--- config.mk ---
export PLATFORM = sky130hd
export DESIGN_NAME = grot_fmul
export DESIGN_NICKNAME = d
export VERILOG_FILES = /design/src/rtl/grot_pkg.sv /design/src/rtl/grot_fmul.sv
export SDC_FILE = /design/constraint.sdc
export NUM_CORES = 2
export LEC_CHECK = 0
export BUFFER_PORTS_ARGS = -buffer_cell sky130_fd_sc_hd__buf_4
export CAP_MARGIN = 15
export CORE_UTILIZATION = 39
export DETAILED_ROUTE_END_ITERATION = 6
export HOLD_SLACK_MARGIN = 0.03
export MAX_ROUTING_LAYER = met4
export REMOVE_ABC_BUFFERS = 1
export SYNTH_ARGS = -nofsm -noshare
export SYNTH_HDL_FRONTEND = slang
export SYNTH_SLANG_ARGS = --single-unit
export TNS_END_PERCENT = 50
--- constraint.sdc ---
create_clock -name clk_i -period 8.7 [get_ports clk_i]
set_input_delay 0.87 -clock clk_i [delete_from_list [all_inputs] [get_ports clk_i]]
set_output_delay 0.87 -clock clk_i [all_outputs]
set_load 0.01 [all_outputs]
--- src/rtl/grot_pkg.sv ---
// grot_pkg: shared constants, types and binary32 helpers for the givens rotation core
// used by grot_fmul, grot_fadd and givens_rotation_fp32_core; no dependencies

package grot_pkg;

  localparam int unsigned FpW = 32;
  localparam int unsigned ExpW = 8;
  localparam int unsigned ManW = 23;
  localparam int unsigned CfgIdxW = 1;

  localparam logic [FpW-1:0] OneBits = 32'h3F80_0000;
  localparam logic [FpW-1:0] CanonNan = 32'h7FC0_0000;

  typedef enum logic [CfgIdxW-1:0] {
    REG_COSINE = 1'b0,
    REG_SINE   = 1'b1
  } cfg_reg_e;

  // unpacked class of one binary32 operand
  typedef struct packed {
    logic       sign;
    logic       is_zero;
    logic       is_inf;
    logic       is_nan;
    logic [9:0] exp;   // unbiased + bias, subnormals use exponent 1
    logic [23:0] sig;  // with hidden bit
  } fp_unp_t;

  function automatic fp_unp_t fp_unpack(input logic [FpW-1:0] a);
    fp_unp_t u;
    u.sign    = a[31];
    u.is_nan  = (a[30:23] == 8'hFF) && (a[22:0] != '0);
    u.is_inf  = (a[30:23] == 8'hFF) && (a[22:0] == '0);
    u.is_zero = (a[30:0] == '0);
    u.exp     = (a[30:23] == '0) ? 10'd1 : {2'b00, a[30:23]};
    u.sig     = {(a[30:23] != '0), a[22:0]};
    return u;
  endfunction

  // leading zero count of a 48-bit word
  function automatic logic [5:0] lzc48(input logic [47:0] v);
    logic [5:0] n;
    logic       found;
    n = 6'd48;
    found = 1'b0;
    for (int i = 47; i >= 0; i--) begin
      if (!found && v[i]) begin
        n = 6'(47 - i);
        found = 1'b1;
      end
    end
    return n;
  endfunction

  // round a normalized value: sig[47] is the leading one, exp is its biased exponent
  // (may be <= 0 for subnormal results)
  function automatic logic [FpW-1:0] fp_round(input logic sign, input logic signed [11:0] exp,
                                              input logic [47:0] sig, input logic sticky_in);
    logic [FpW-1:0] r;
    logic [47:0]    s;
    logic           st;
    logic [11:0]    sh;
    logic signed [11:0] e;
    logic [24:0]    m;
    logic           g;
    logic           rs;
    logic           inc;
    s  = sig;
    st = sticky_in;
    e  = exp;
    if (e < 12'sd1) begin
      sh = 12'(12'sd1 - e);
      if (sh > 12'd48) begin
        st = st | (s != '0);
        s = '0;
      end else begin
        for (int k = 0; k < 48; k++) begin
          if (k < int'(sh)) st = st | s[k];
        end
        s = s >> sh;
      end
      e = 12'sd0;
    end
    m   = {1'b0, s[47:24]};
    g   = s[23];
    rs  = st | (s[22:0] != '0);
    inc = g & (rs | m[0]);
    m   = m + 25'(inc);
    if (e == 12'sd0) begin
      // subnormal: hidden bit set after rounding means it became normal
      r = {sign, 7'd0, m[23], m[22:0]};
    end else if (m[24]) begin
      e = e + 12'sd1;
      r = (e >= 12'sd255) ? {sign, 8'hFF, 23'd0} : {sign, e[7:0], m[23:1]};
    end else begin
      r = (e >= 12'sd255) ? {sign, 8'hFF, 23'd0} : {sign, e[7:0], m[22:0]};
    end
    return r;
  endfunction

endpackage

--- src/rtl/grot_fmul.sv ---
// grot_fmul: three-stage binary32 multiplier, round to nearest even, canonical nan
// depends on grot_pkg

module grot_fmul import grot_pkg::*; (
  input  logic           clk_i,
  input  logic           en_i,
  input  logic [FpW-1:0] a_i,
  input  logic [FpW-1:0] b_i,
  output logic [FpW-1:0] p_o
);

  fp_unp_t ua, ub;
  assign ua = fp_unpack(a_i);
  assign ub = fp_unpack(b_i);

  // stage 1: product of significands and special cases
  logic [47:0]        prod_q;
  logic signed [11:0] exp1_q;
  logic               sign1_q, nan1_q, inf1_q, zero1_q;

  always_ff @(posedge clk_i) begin
    if (en_i) begin
      prod_q  <= 48'(ua.sig) * 48'(ub.sig);
      exp1_q  <= 12'($signed({2'b00, ua.exp}) + $signed({2'b00, ub.exp}) - 12'sd126);
      sign1_q <= ua.sign ^ ub.sign;
      nan1_q  <= ua.is_nan | ub.is_nan | (ua.is_inf & ub.is_zero) | (ua.is_zero & ub.is_inf);
      inf1_q  <= ua.is_inf | ub.is_inf;
      zero1_q <= ua.is_zero | ub.is_zero;
    end
  end

  // stage 2: normalize
  logic [5:0]         lz;
  logic [47:0]        norm_q;
  logic signed [11:0] exp2_q;
  logic               sign2_q, nan2_q, inf2_q, zero2_q;
  assign lz = lzc48(prod_q);

  always_ff @(posedge clk_i) begin
    if (en_i) begin
      norm_q  <= prod_q << lz;
      exp2_q  <= exp1_q - 12'($unsigned(lz));
      sign2_q <= sign1_q;
      nan2_q  <= nan1_q;
      inf2_q  <= inf1_q;
      zero2_q <= zero1_q | (prod_q == '0);
    end
  end

  // stage 3: round
  logic [FpW-1:0] p_q;
  always_ff @(posedge clk_i) begin
    if (en_i) begin
      if (nan2_q)       p_q <= CanonNan;
      else if (inf2_q)  p_q <= {sign2_q, 8'hFF, 23'd0};
      else if (zero2_q) p_q <= {sign2_q, 31'd0};
      else              p_q <= fp_round(sign2_q, exp2_q, norm_q, 1'b0);
    end
  end
  assign p_o = p_q;

endmodule

==> flow_summary.ini <==
[logic_synthesis]
async_reset_ff_frac = 0
post_synth.cell_area_avg_um2 = 9.009
synth_warnings = 0
yosys.cell_types.count = 89
synth.yosys.seq_area_share = 0.1441
number_of_instances_in_the_synthesized_netlist = 3655
most_used_flip_flop_cell_after_synthesis = edfxtp_1
number_of_synthesized_flops_with_an_enable_pin = 158
yosys_register_bits = 158
synthDominantCellAreaShare = 0.2943
synth.largest_area_cell = fa_1
synth_area_leaders = fa_1 (29%), edfxtp_1 (14%), ha_1 (7.6%)
synthesis.area_um2 = 32930

[detailed_routing]
detail_route.drc_violations = 0
final_antenna_net_count = 0
wl_cell_um = 20.77
detailedRoute.firstPassIterationCount = 6
route.vias.total = 26685
drt-total-wl_um = 97350
vias_per_cell = 5.693
initialDrtViolationCount = 1898

[finish]
fillCellCount = 8353
finalNetCount = 4345
drive_above_1_share = 0.08456
areaGrowthSynthToFinish_pct = 6.657
antenna_diode_count = 0

[cts]
max-clock-path-buffers = 2
register_clock_pin_slew_on_the_reported_worst_setup_and_hold_paths_ns = 0.06
post_cts.repair.setup_buffers = 0
clock_sink_count = 158
cts-buffers-inserted = 17
post_cts_hold_buffer_count = 0
clock_tree_from_tritoncts = yes
post_cts_resize_count = 0
cts-root-buf = clkbuf_16
cts-htree-levels = 4
clock_insertion_delay_worst_skew_ns = 0.46

[global_route]
first_global_vias = 27199
largest_net_degree_at_the_start_of_global_routing = 88
grt_util_all_layers = 0.2377
grt_antenna_before_repair = 0
global_route.overflow_total = 0
global_route_wire_length_before_repair_um = 155800

[setup_path]
worst_setup_path_end_kind = flop
startpoint_type = input pin
cp.required_ns = 9.02
crit_arrival_ns = 8.16
crit_type = input pin to flop
critical_path.max_fanout = 5

[sta]
worst_clock_skew_ns = 0.01349
maxClockFrequency_mhz = 127.5
hold_violations = 0
slew_viol_final = 0
setup_viol = 0
worst_slack_ns = 0.8552
time_the_final_worst_path_needs_with_i_o_delays_and_setup_ns = 7.845
fin_crit_sh = 0.9017
setup_repair_after_global_routing_missed_its_margin = false
tns_ns = 0
maxSlewHeadroom = 0.1323
worst-slew-pin-transition_ns = 1.302

[min_path]
worstHoldPathType = flop to flop

[placement]
numPortBuffers = 97
routabilityCongestion = 0.9608
detailed_place_hpwl_um = 74930
dp_worst_setup_slack_ns = 0.3491

[die]
placement_rows = 106
start_util = 0.3941
core_area_um2 = 83560
fp.dieW_um = 292.6
floorplan.io_pins = 98
dieHeight_um = 292.6
fp.dieArea_um2 = 85600

[run_status]
outcome = finished, final reports clean

[job]
drv_cap = 0
==> through the flow <==
step | instances | cell area [um2] | util | hold WS, ns
2_1_floorplan | 3433 | 32050 | - | 0.4003
3_3_place_gp | 4655 | 34530 | 0.4132 | 0.4050
3_5_place_dp | 4655 | 34530 | 0.4132 | 0.4072
4_1_cts | 4686 | 35110 | 0.4202 | 0.4229
5_1_grt | 4687 | 35120 | 0.4203 | 0.4392
6_report | 4687 | 35120 | 0.4203 | 0.4252
==> state kept, by name, summed over array words and instances (netlist names) <==
signal,count
inf2_q,1
sign1_q,1
sign2_q,1
norm_q,48
zero2_q,1
nan2_q,1
prod_q,48
nan1_q,1
zero1_q,1
exp1_q,10
p_o,32
inf1_q,1
exp2_q,12
==> critical path, cell delays in order <==
cell and delay [ns]:
buf_4 0.12, nor4_1 0.28, nand2_1 0.10, or2_2 0.40, nand2_1 0.13, fa_1 0.42
fa_1 0.51, fa_1 0.54, inv_1 0.06, fa_1 0.50, fa_1 0.52, fa_1 0.51
fa_1 0.49, ha_1 0.37, a2111oi_0 0.44, buf_4 0.19, nand2_1 0.05, o211a_1 0.24
o21a_1 0.20, o21ai_0 0.34, o21ai_0 0.26, or4_1 0.52, nand4_1 0.08
==> cells in the final DEF, fill, tap and decap left out, drive strengths merged, types with 33 or more instances in the layout <==
master,instances
nand4,33
nand3,63
nor3,57
mux2i,129
mux4,46
inv,555
nor2,147
ha,200
a21o,37
nand2,516
o21ai,94
a21oi,132
edfxtp,158
xnor2,53
nor4,49
fa,484
and2,220
buf,142
mux2,56
==> worst paths after layout <==
check | start | to | slack (ns) | depth (start not counted)
setup / recovery | b_i[30] | prod_q[46]$_DFFE_PP_ | 0.86 | 23
hold / removal | nan1_q$_DFFE_PP_ | nan2_q$_DFFE_PP_ | 0.43 | 0
setup reg to reg | prod_q[34]$_DFFE_PP_ | exp2_q[8]$_DFFE_PP_ | 1.84 | 17
hold reg to reg | nan1_q$_DFFE_PP_ | nan2_q$_DFFE_PP_ | 0.43 | 0
==> area by class of cell <==
| class | count | area [um2] | area share |
|---|---|---|---|
| tap | 1080 | 1351 | 0.03848 |
| clock buffer | 18 | 429.2 | 0.01222 |
| timing repair buffer | 143 | 1077 | 0.03067 |
| multi-input combinational | 2724 | 25290 | 0.7202 |
| sequential | 158 | 4745 | 0.1351 |
| inverter | 551 | 2068 | 0.05889 |
| clock inverter | 13 | 156.4 | 0.004453 |
==> cells in the mapped netlist, types with 63 or more instances <==
cell and instances:
a21oi_1 132, clkbuf_1 191, mux2i_1 129, edfxtp_1 158, nand3_1 63, inv_1 548, and2_1 219, fa_1 484
o21ai_0 84, ha_1 200, nor2_1 147, nand2_1 516
==> layer usage <==
metal  share of wire  vias up  track usage  routed length (um)
met4           0.033        0      0.07215                3176
met3           0.061      194      0.02716                5924
met1            0.42    13376       0.3043               40800
li1                -    12078            -                   -
met2            0.49     1037       0.3948               47450
met5               0        -            -                   0
==> kinds of logic (layout without fill, tap and decap cells) <==
kind of cell | after synthesis | count (layout) | share of synthesized area
AO/OA/AOI/OAI | 528 | 528 | 0.1081
XOR/XNOR | 85 | 85 | 0.02261
adder cells (fa/ha/maj) | 684 | 684 | 0.3703
buffers and inverters | 773 | 725 | 0.08941
flip-flops | 158 | 158 | 0.1441
multiplexers | 231 | 231 | 0.08983
AND/OR/NAND/NOR | 1196 | 1196 | 0.1757
Power is not shown: default switching activity piles up to over one toggle a cycle in this logic, so the estimate is an artifact.
