File: src/rtl/grot_pkg.sv
// grot_pkg: shared constants, types and binary32 helpers for the givens rotation core
// used by grot_fmul, grot_fadd and givens_rotation_fp32_core; no dependencies

package grot_pkg;

  localparam int unsigned FpW = 32;
  localparam int unsigned ExpW = 8;
  localparam int unsigned ManW = 23;
  localparam int unsigned CfgIdxW = 1;

  localparam logic [FpW-1:0] OneBits = 32'h3F80_0000;
  localparam logic [FpW-1:0] CanonNan = 32'h7FC0_0000;

  typedef enum logic [CfgIdxW-1:0] {
    REG_COSINE = 1'b0,
    REG_SINE   = 1'b1
  } cfg_reg_e;

  // unpacked class of one binary32 operand
  typedef struct packed {
    logic       sign;
    logic       is_zero;
    logic       is_inf;
    logic       is_nan;
    logic [9:0] exp;   // unbiased + bias, subnormals use exponent 1
    logic [23:0] sig;  // with hidden bit
  } fp_unp_t;

  function automatic fp_unp_t fp_unpack(input logic [FpW-1:0] a);
    fp_unp_t u;
    u.sign    = a[31];
    u.is_nan  = (a[30:23] == 8'hFF) && (a[22:0] != '0);
    u.is_inf  = (a[30:23] == 8'hFF) && (a[22:0] == '0);
    u.is_zero = (a[30:0] == '0);
    u.exp     = (a[30:23] == '0) ? 10'd1 : {2'b00, a[30:23]};
    u.sig     = {(a[30:23] != '0), a[22:0]};
    return u;
  endfunction

  // leading zero count of a 48-bit word
  function automatic logic [5:0] lzc48(input logic [47:0] v);
    logic [5:0] n;
    logic       found;
    n = 6'd48;
    found = 1'b0;
    for (int i = 47; i >= 0; i--) begin
      if (!found && v[i]) begin
        n = 6'(47 - i);
        found = 1'b1;
      end
    end
    return n;
  endfunction

  // round a normalized value: sig[47] is the leading one, exp is its biased exponent
  // (may be <= 0 for subnormal results)
  function automatic logic [FpW-1:0] fp_round(input logic sign, input logic signed [11:0] exp,
                                              input logic [47:0] sig, input logic sticky_in);
    logic [FpW-1:0] r;
    logic [47:0]    s;
    logic           st;
    logic [11:0]    sh;
    logic signed [11:0] e;
    logic [24:0]    m;
    logic           g;
    logic           rs;
    logic           inc;
    s  = sig;
    st = sticky_in;
    e  = exp;
    if (e < 12'sd1) begin
      sh = 12'(12'sd1 - e);
      if (sh > 12'd48) begin
        st = st | (s != '0);
        s = '0;
      end else begin
        for (int k = 0; k < 48; k++) begin
          if (k < int'(sh)) st = st | s[k];
        end
        s = s >> sh;
      end
      e = 12'sd0;
    end
    m   = {1'b0, s[47:24]};
    g   = s[23];
    rs  = st | (s[22:0] != '0);
    inc = g & (rs | m[0]);
    m   = m + 25'(inc);
    if (e == 12'sd0) begin
      // subnormal: hidden bit set after rounding means it became normal
      r = {sign, 7'd0, m[23], m[22:0]};
    end else if (m[24]) begin
      e = e + 12'sd1;
      r = (e >= 12'sd255) ? {sign, 8'hFF, 23'd0} : {sign, e[7:0], m[23:1]};
    end else begin
      r = (e >= 12'sd255) ? {sign, 8'hFF, 23'd0} : {sign, e[7:0], m[22:0]};
    end
    return r;
  endfunction

endpackage

File: src/rtl/grot_fadd.sv
// grot_fadd: three-stage binary32 adder, round to nearest even, canonical nan
// depends on grot_pkg

module grot_fadd import grot_pkg::*; (
  input  logic           clk_i,
  input  logic           en_i,
  input  logic [FpW-1:0] a_i,
  input  logic [FpW-1:0] b_i,
  output logic [FpW-1:0] s_o
);

  fp_unp_t ua, ub, big, sml;
  logic    swap;
  logic [9:0] dexp;
  assign ua = fp_unpack(a_i);
  assign ub = fp_unpack(b_i);
  assign swap = (ub.exp > ua.exp) || ((ub.exp == ua.exp) && (ub.sig > ua.sig));
  assign big = swap ? ub : ua;
  assign sml = swap ? ua : ub;
  assign dexp = big.exp - sml.exp;

  // stage 1: align, 3 extra low bits plus sticky
  logic [27:0] bsig_q, ssig_q;
  logic [9:0]  exp1_q;
  logic        sign1_q, sub1_q, nan1_q, inf1_q, infs1_q, zz1_q, zzs1_q;
  logic [27:0] sh_full;
  logic        stk;

  always_comb begin
    sh_full = {sml.sig, 4'd0} >> ((dexp > 10'd27) ? 10'd27 : dexp);
    stk = 1'b0;
    for (int k = 0; k < 28; k++) begin
      if (k < int'(dexp)) stk = stk | (k >= 4 ? sml.sig[k-4] : 1'b0);
    end
    if (dexp > 10'd27) stk = (sml.sig != '0);
  end

  always_ff @(posedge clk_i) begin
    if (en_i) begin
      bsig_q  <= {big.sig, 4'd0};
      ssig_q  <= {sh_full[27:1], sh_full[0] | stk};
      exp1_q  <= big.exp;
      sign1_q <= big.sign;
      sub1_q  <= ua.sign ^ ub.sign;
      nan1_q  <= ua.is_nan | ub.is_nan | (ua.is_inf & ub.is_inf & (ua.sign ^ ub.sign));
      inf1_q  <= ua.is_inf | ub.is_inf;
      infs1_q <= ua.is_inf ? ua.sign : ub.sign;
      zz1_q   <= ua.is_zero & ub.is_zero;
      zzs1_q  <= ua.sign & ub.sign;
    end
  end

  // stage 2: add or subtract, normalize
  logic [28:0] sum;
  logic [5:0]  lz;
  logic [47:0] norm_q;
  logic signed [11:0] exp2_q;
  logic        sign2_q, nan2_q, inf2_q, infs2_q, zero2_q, zs2_q;
  assign sum = sub1_q ? {1'b0, bsig_q} - {1'b0, ssig_q} : {1'b0, bsig_q} + {1'b0, ssig_q};
  assign lz  = lzc48({sum, 19'd0});

  always_ff @(posedge clk_i) begin
    if (en_i) begin
      norm_q  <= {sum, 19'd0} << lz;
      exp2_q  <= 12'($signed({2'b00, exp1_q}) + 12'sd1 - 12'($unsigned(lz)));
      sign2_q <= sign1_q;
      nan2_q  <= nan1_q;
      inf2_q  <= inf1_q;
      infs2_q <= infs1_q;
      zero2_q <= (sum == '0);
      zs2_q   <= zz1_q ? zzs1_q : 1'b0;
    end
  end

  // stage 3: round
  logic [FpW-1:0] s_q;
  always_ff @(posedge clk_i) begin
    if (en_i) begin
      if (nan2_q)       s_q <= CanonNan;
      else if (inf2_q)  s_q <= {infs2_q, 8'hFF, 23'd0};
      else if (zero2_q) s_q <= {zs2_q, 31'd0};
      else              s_q <= fp_round(sign2_q, exp2_q, norm_q, 1'b0);
    end
  end
  assign s_o = s_q;

endmodule

File: config.mk
export PLATFORM = sky130hd
export DESIGN_NAME = grot_fadd
export DESIGN_NICKNAME = d
export VERILOG_FILES = /design/src/rtl/grot_pkg.sv /design/src/rtl/grot_fadd.sv
export SDC_FILE = /design/constraint.sdc
export NUM_CORES = 1
export LEC_CHECK = 0
export BUFFER_PORTS_ARGS = -buffer_cell sky130_fd_sc_hd__buf_2
export CAP_MARGIN = 20
export CORE_ASPECT_RATIO = 0.9
export CORE_UTILIZATION = 52
export DETAILED_ROUTE_END_ITERATION = 12
export PLACE_DENSITY = 0.7
export SLEW_MARGIN = 15
export SYNTH_ARGS = -nofsm -noshare
export SYNTH_HDL_FRONTEND = slang
export SYNTH_SLANG_ARGS = --single-unit
File: constraint.sdc
create_clock -name clk_i -period 8.5 [get_ports clk_i]
set_input_delay 0.85 -clock clk_i [delete_from_list [all_inputs] [get_ports clk_i]]
set_output_delay 0.85 -clock clk_i [all_outputs]
set_load 0.02 [all_outputs]
==> reports/qor.txt <==
RUN STATUS
------------------------------------------------------------------------------------------
Status ......................................................................    completed

STA
------------------------------------------------------------------------------------------
Setup tns final .............................................................         0 ns
Number of pins exceeding their max-slew limit in the final report ...........            0
Ratio of final minimum period to clock period ...............................        0.923
Fin crit period .............................................................      7.84 ns
Slew HR .....................................................................        0.239
Total count of hold-check failures in the final report ......................            0
Number of endpoints failing setup at the final stage ........................            0
Final worst setup slack .....................................................     0.657 ns
Pin slew with the least headroom to its limit ...............................      1.11 ns
Worst setup skew after layout ...............................................    0.0141 ns
Unrepaired setup endpoints after global routing .............................           no
Max frequency ...............................................................      128 MHz

CLOCKING
------------------------------------------------------------------------------------------
Clock Tree Root ............................................................. sky130_fd_sc_hd__clkbuf_16
# clock sinks ...............................................................          146
Clock tree from TritonCTS ...................................................         done
Post_cts resized ............................................................            0
Number of H-tree levels .....................................................            4
Post-CTS Hold Fix Bufs ......................................................            0
Clk_lat worst skew ..........................................................      0.45 ns
Number of clock buffers inserted by TritonCTS ...............................           17
Post-CTS Setup Repair Bufs ..................................................            0
Clock edge transition at the registers on the reported setup and hold paths .      0.07 ns
Maximum count of clock buffers along a single path ..........................            2

SYNTH
------------------------------------------------------------------------------------------
Top-area cell type share of the netlist area ................................        0.246
Net count of the mapped netlist .............................................         2478
Post-synth top area cell .................................................... sky130_fd_sc_hd__edfxtp_1
Number of enable-type register cells in the synthesized netlist .............          146
Primary FF master, synth .................................................... sky130_fd_sc_hd__edfxtp_1
Number of instances in the synthesized netlist ..............................         2307
Area contributors post-synth ................................................ sky130_fd_sc_hd__edfxtp_1 25%, sky130_fd_sc_hd__ha_1 7.2%, sky130_fd_sc_hd__nand2_1 6.0%
Fraction of registers with async set or reset after synthesis ...............            0
Average cell area after synthesis ...........................................   7.73 sq um
#FFs+latches synth ..........................................................          146
Netlist Area Pre-Place ...................................................... 0.0178 sq mm
Netlist cell types ..........................................................          105
Total of warnings raised by yosys ...........................................            0
Sequential cell area fraction in the yosys report ...........................        0.246

GLOBAL ROUTE
------------------------------------------------------------------------------------------
Number of global-route vias before repair ...................................        17000
Gr usage total ..............................................................        0.358
Antenna violations before repair ............................................            2
Grt total ovfl ..............................................................            0
Wire length of the first global-routing pass ................................     97600 um
Maximum number of pins on one net before global-route repair ................           88

DRT
------------------------------------------------------------------------------------------
Number of antenna-violating nets in the routed design .......................            0
Starting DRC count in detailed routing ......................................         2513
DRT Pass-1 Iters ............................................................            8
DRC .........................................................................            0
Average via count per standard cell .........................................         6.71
Overall via count from detail_route .........................................        18700
Aggregate routed wire length ................................................     63000 um
Wire per inst ...............................................................      22.6 um

POWER AND IR DROP
------------------------------------------------------------------------------------------
Switching power share of the total ..........................................        0.493
P_sw ........................................................................      2.42 mW
Sequential share of power ...................................................        0.236
Lkg Pwr .....................................................................      7.49 nW
Peak supply drop ............................................................   0.000150 V
Internal power contribution .................................................      2.49 mW
Total power per unit cell area ..............................................  256 mW/mm^2
Clock power share ...........................................................        0.166
Combinational Power Share ...................................................        0.598

PLACED DESIGN
------------------------------------------------------------------------------------------
Worst setup timing slack at the placement stage .............................     0.480 ns
Port bufs ...................................................................           97
Post-detailed-placement half-perimeter wirelength ...........................     49900 um
Gpl congestion ..............................................................         1.02

FLOW RUN
------------------------------------------------------------------------------------------
Maximum Capacitance Violations ..............................................            0

WORST SETUP PATH
------------------------------------------------------------------------------------------
Critical path endpoint category .............................................    flip-flop
Worst Reg2Reg Path Length in Cells ..........................................           25
Worst EP arrival ............................................................      8.09 ns
Type of origin of the critical path ......................................... primary input
Req. time, crit path ........................................................      8.75 ns
Worst reg2reg startpoint .................................................... bsig_q[21]$_DFFE_PP_
Capturing point of the worst reg2reg path ................................... exp2_q[8]$_DFFE_PP_
Maximum fanout count along the critical path ................................           20
Critical setup path kind ....................................................       in2reg
Timing endpoint of the critical path ........................................ ssig_q[2]$_SDFFCE_PP0P_
Launching element of the worst setup path ...................................      b_i[30]
Worst-case register-to-register setup slack .................................      0.88 ns

FLOORPLAN
------------------------------------------------------------------------------------------
Total die area .............................................................. 0.0351 sq mm
Number of core rows .........................................................           63
Die Ht ......................................................................       178 um
Width of the chip ...........................................................       197 um
Core area ................................................................... 0.0333 sq mm
Initial core utilization ....................................................        0.535
I/O pin count ...............................................................           98

MIN PATH
------------------------------------------------------------------------------------------
Min-Delay Path Class ........................................................      reg2reg

LAYOUT
------------------------------------------------------------------------------------------
# fillers ...................................................................         3082
Net total in the final layout ...............................................         2482
Area delta synth->final .....................................................        7.61%
Fraction of layout cells with a size suffix above 1 .........................        0.113

-- layout make-up --
type / instances / area (sq um) / share of cell area
antenna: 2 / 5.00 / 0.000261
clock buffer: 18 / 429 / 0.0223
timing repair buffer: 124 / 694 / 0.0362
tap: 455 / 569 / 0.0296
inverter: 118 / 443 / 0.0231
multi-input combinational: 1904 / 12500 / 0.650
clock inverter: 13 / 191 / 0.00997
sequential: 146 / 4380 / 0.228
-- placed cells by master (no fill, tap or decap), types with 22 or more instances in the layout --
cell type,count
sky130_fd_sc_hd__a211oi_1,22
sky130_fd_sc_hd__a21boi_0,24
sky130_fd_sc_hd__a21o_1,26
sky130_fd_sc_hd__a21oi_1,182
sky130_fd_sc_hd__a22oi_1,28
sky130_fd_sc_hd__a31oi_1,25
sky130_fd_sc_hd__and2_1,22
sky130_fd_sc_hd__buf_2,96
sky130_fd_sc_hd__buf_4,27
sky130_fd_sc_hd__edfxtp_1,146
sky130_fd_sc_hd__ha_1,102
sky130_fd_sc_hd__inv_1,113
sky130_fd_sc_hd__mux2_2,27
sky130_fd_sc_hd__mux2i_1,102
sky130_fd_sc_hd__nand2_1,285
sky130_fd_sc_hd__nand3_1,67
sky130_fd_sc_hd__nand4_1,35
sky130_fd_sc_hd__nor2_1,226
sky130_fd_sc_hd__nor2b_1,27
sky130_fd_sc_hd__nor3_1,55
sky130_fd_sc_hd__nor4_1,27
sky130_fd_sc_hd__o211ai_1,38
sky130_fd_sc_hd__o21ai_0,166
sky130_fd_sc_hd__o31ai_1,28
sky130_fd_sc_hd__xnor2_1,42
-- registers in the layout, summed over array words and instances, names as in the netlist, 8 cells and up --
signal  cells
exp2_q     12
norm_q     29
exp1_q      8
bsig_q     24
ssig_q     28
s_o        32
-- per-layer routing --
| metal | global-route usage | part of all wire | up-vias |
|---|---|---|---|
| met5 | 0 | 0 | - |
| met4 | 0.139 | 0.037 | 0 |
| met3 | 0.0756 | 0.099 | 138 |
| met2 | 0.536 | 0.43 | 1058 |
| met1 | 0.502 | 0.44 | 8832 |
| li1 | - | - | 8635 |
-- per-stage QoR --
step / instances / hold slack, ns / area [sq um] / total power, mW / utilization
4_1_cts: 2778 / 0.431 / 19200 / 4.81 / 0.576
2_1_floorplan: 2307 / 0.400 / 17800 / 3.17 / -
5_1_grt: 2778 / 0.438 / 19200 / 5.19 / 0.576
6_report: 2780 / 0.432 / 19200 / 4.91 / 0.576
3_5_place_dp: 2747 / 0.416 / 18600 / 3.98 / 0.557
3_3_place_gp: 2747 / 0.409 / 18600 / 3.97 / 0.557
-- worst max-delay path, cell delays in order --
cell	delay, ns
sky130_fd_sc_hd__buf_2	0.13
sky130_fd_sc_hd__nor4_1	0.59
sky130_fd_sc_hd__a21oi_1	0.30
sky130_fd_sc_hd__ha_1	0.55
sky130_fd_sc_hd__inv_1	0.21
sky130_fd_sc_hd__nor3b_2	0.33
sky130_fd_sc_hd__a21oi_1	0.11
sky130_fd_sc_hd__nor2_2	0.42
sky130_fd_sc_hd__nand4_1	0.26
sky130_fd_sc_hd__and2_1	0.23
sky130_fd_sc_hd__ha_1	0.20
sky130_fd_sc_hd__o21ai_0	0.17
sky130_fd_sc_hd__nand2_1	0.07
sky130_fd_sc_hd__o41ai_1	0.26
sky130_fd_sc_hd__a31oi_1	0.15
sky130_fd_sc_hd__a221oi_1	0.47
sky130_fd_sc_hd__o221ai_2	0.18
sky130_fd_sc_hd__o21ai_1	0.83
sky130_fd_sc_hd__or2_1	0.63
sky130_fd_sc_hd__nand2_1	0.29
sky130_fd_sc_hd__nor2_1	0.17
sky130_fd_sc_hd__a211oi_1	0.07
sky130_fd_sc_hd__mux2_2	0.30
sky130_fd_sc_hd__a221oi_1	0.30
-- synth_stat cells, types with 27 or more instances --
master / instances
sky130_fd_sc_hd__mux2i_1: 102
sky130_fd_sc_hd__o21ai_0: 166
sky130_fd_sc_hd__edfxtp_1: 146
sky130_fd_sc_hd__xnor2_1: 43
sky130_fd_sc_hd__ha_1: 103
sky130_fd_sc_hd__nand3_1: 68
sky130_fd_sc_hd__a22oi_1: 28
sky130_fd_sc_hd__clkbuf_1: 78
sky130_fd_sc_hd__mux2_2: 27
sky130_fd_sc_hd__nor3_1: 55
sky130_fd_sc_hd__o211ai_1: 38
sky130_fd_sc_hd__nor2_1: 226
sky130_fd_sc_hd__a21oi_1: 182
sky130_fd_sc_hd__nand4_1: 35
sky130_fd_sc_hd__inv_1: 113
sky130_fd_sc_hd__o31ai_1: 28
sky130_fd_sc_hd__nand2_1: 285
sky130_fd_sc_hd__nor2b_1: 27
sky130_fd_sc_hd__nor4_1: 28
sky130_fd_sc_hd__buf_2: 32
-- how the worst min path moves through the flow --
| stage | from | end | slack (ns) | cells after the start |
|---|---|---|---|---|
| floorplan | inf1_q$_DFFE_PP_ | inf2_q$_DFFE_PP_ | 0.40 | 0 |
| global placement | sign1_q$_DFFE_PP_ | sign2_q$_DFFE_PP_ | 0.41 | 0 |
| detailed placement | inf1_q$_DFFE_PP_ | inf2_q$_DFFE_PP_ | 0.42 | 0 |
| CTS | inf1_q$_DFFE_PP_ | inf2_q$_DFFE_PP_ | 0.43 | 0 |
| global route | inf1_q$_DFFE_PP_ | inf2_q$_DFFE_PP_ | 0.44 | 0 |
| finish | inf1_q$_DFFE_PP_ | inf2_q$_DFFE_PP_ | 0.43 | 0 |
-- logic make-up after synthesis --
logic type               after synthesis  synth area share
AND/OR/NAND/NOR                      868             0.234
adder cells (fa/ha/maj)              105            0.0745
XOR/XNOR                              60            0.0299
AO/OA/AOI/OAI                        735             0.274
buffers and inverters                257            0.0590
multiplexers                         136            0.0831
flip-flops                           146             0.246
-- power groups by stage --
| stage | combinational, mW | sequential (mW) | clock, mW |
|---|---|---|---|
| 3_3_place_gp | 2.81 | 1.16 | 0 |
| 2_1_floorplan | 2.10 | 1.06 | 0 |
| 3_5_place_dp | 2.82 | 1.16 | 0 |
| 4_1_cts | 2.84 | 1.15 | 0.823 |
| 6_report | 2.94 | 1.16 | 0.815 |
| 5_1_grt | 3.17 | 1.17 | 0.850 |
(Power assumes the default switching activity.)
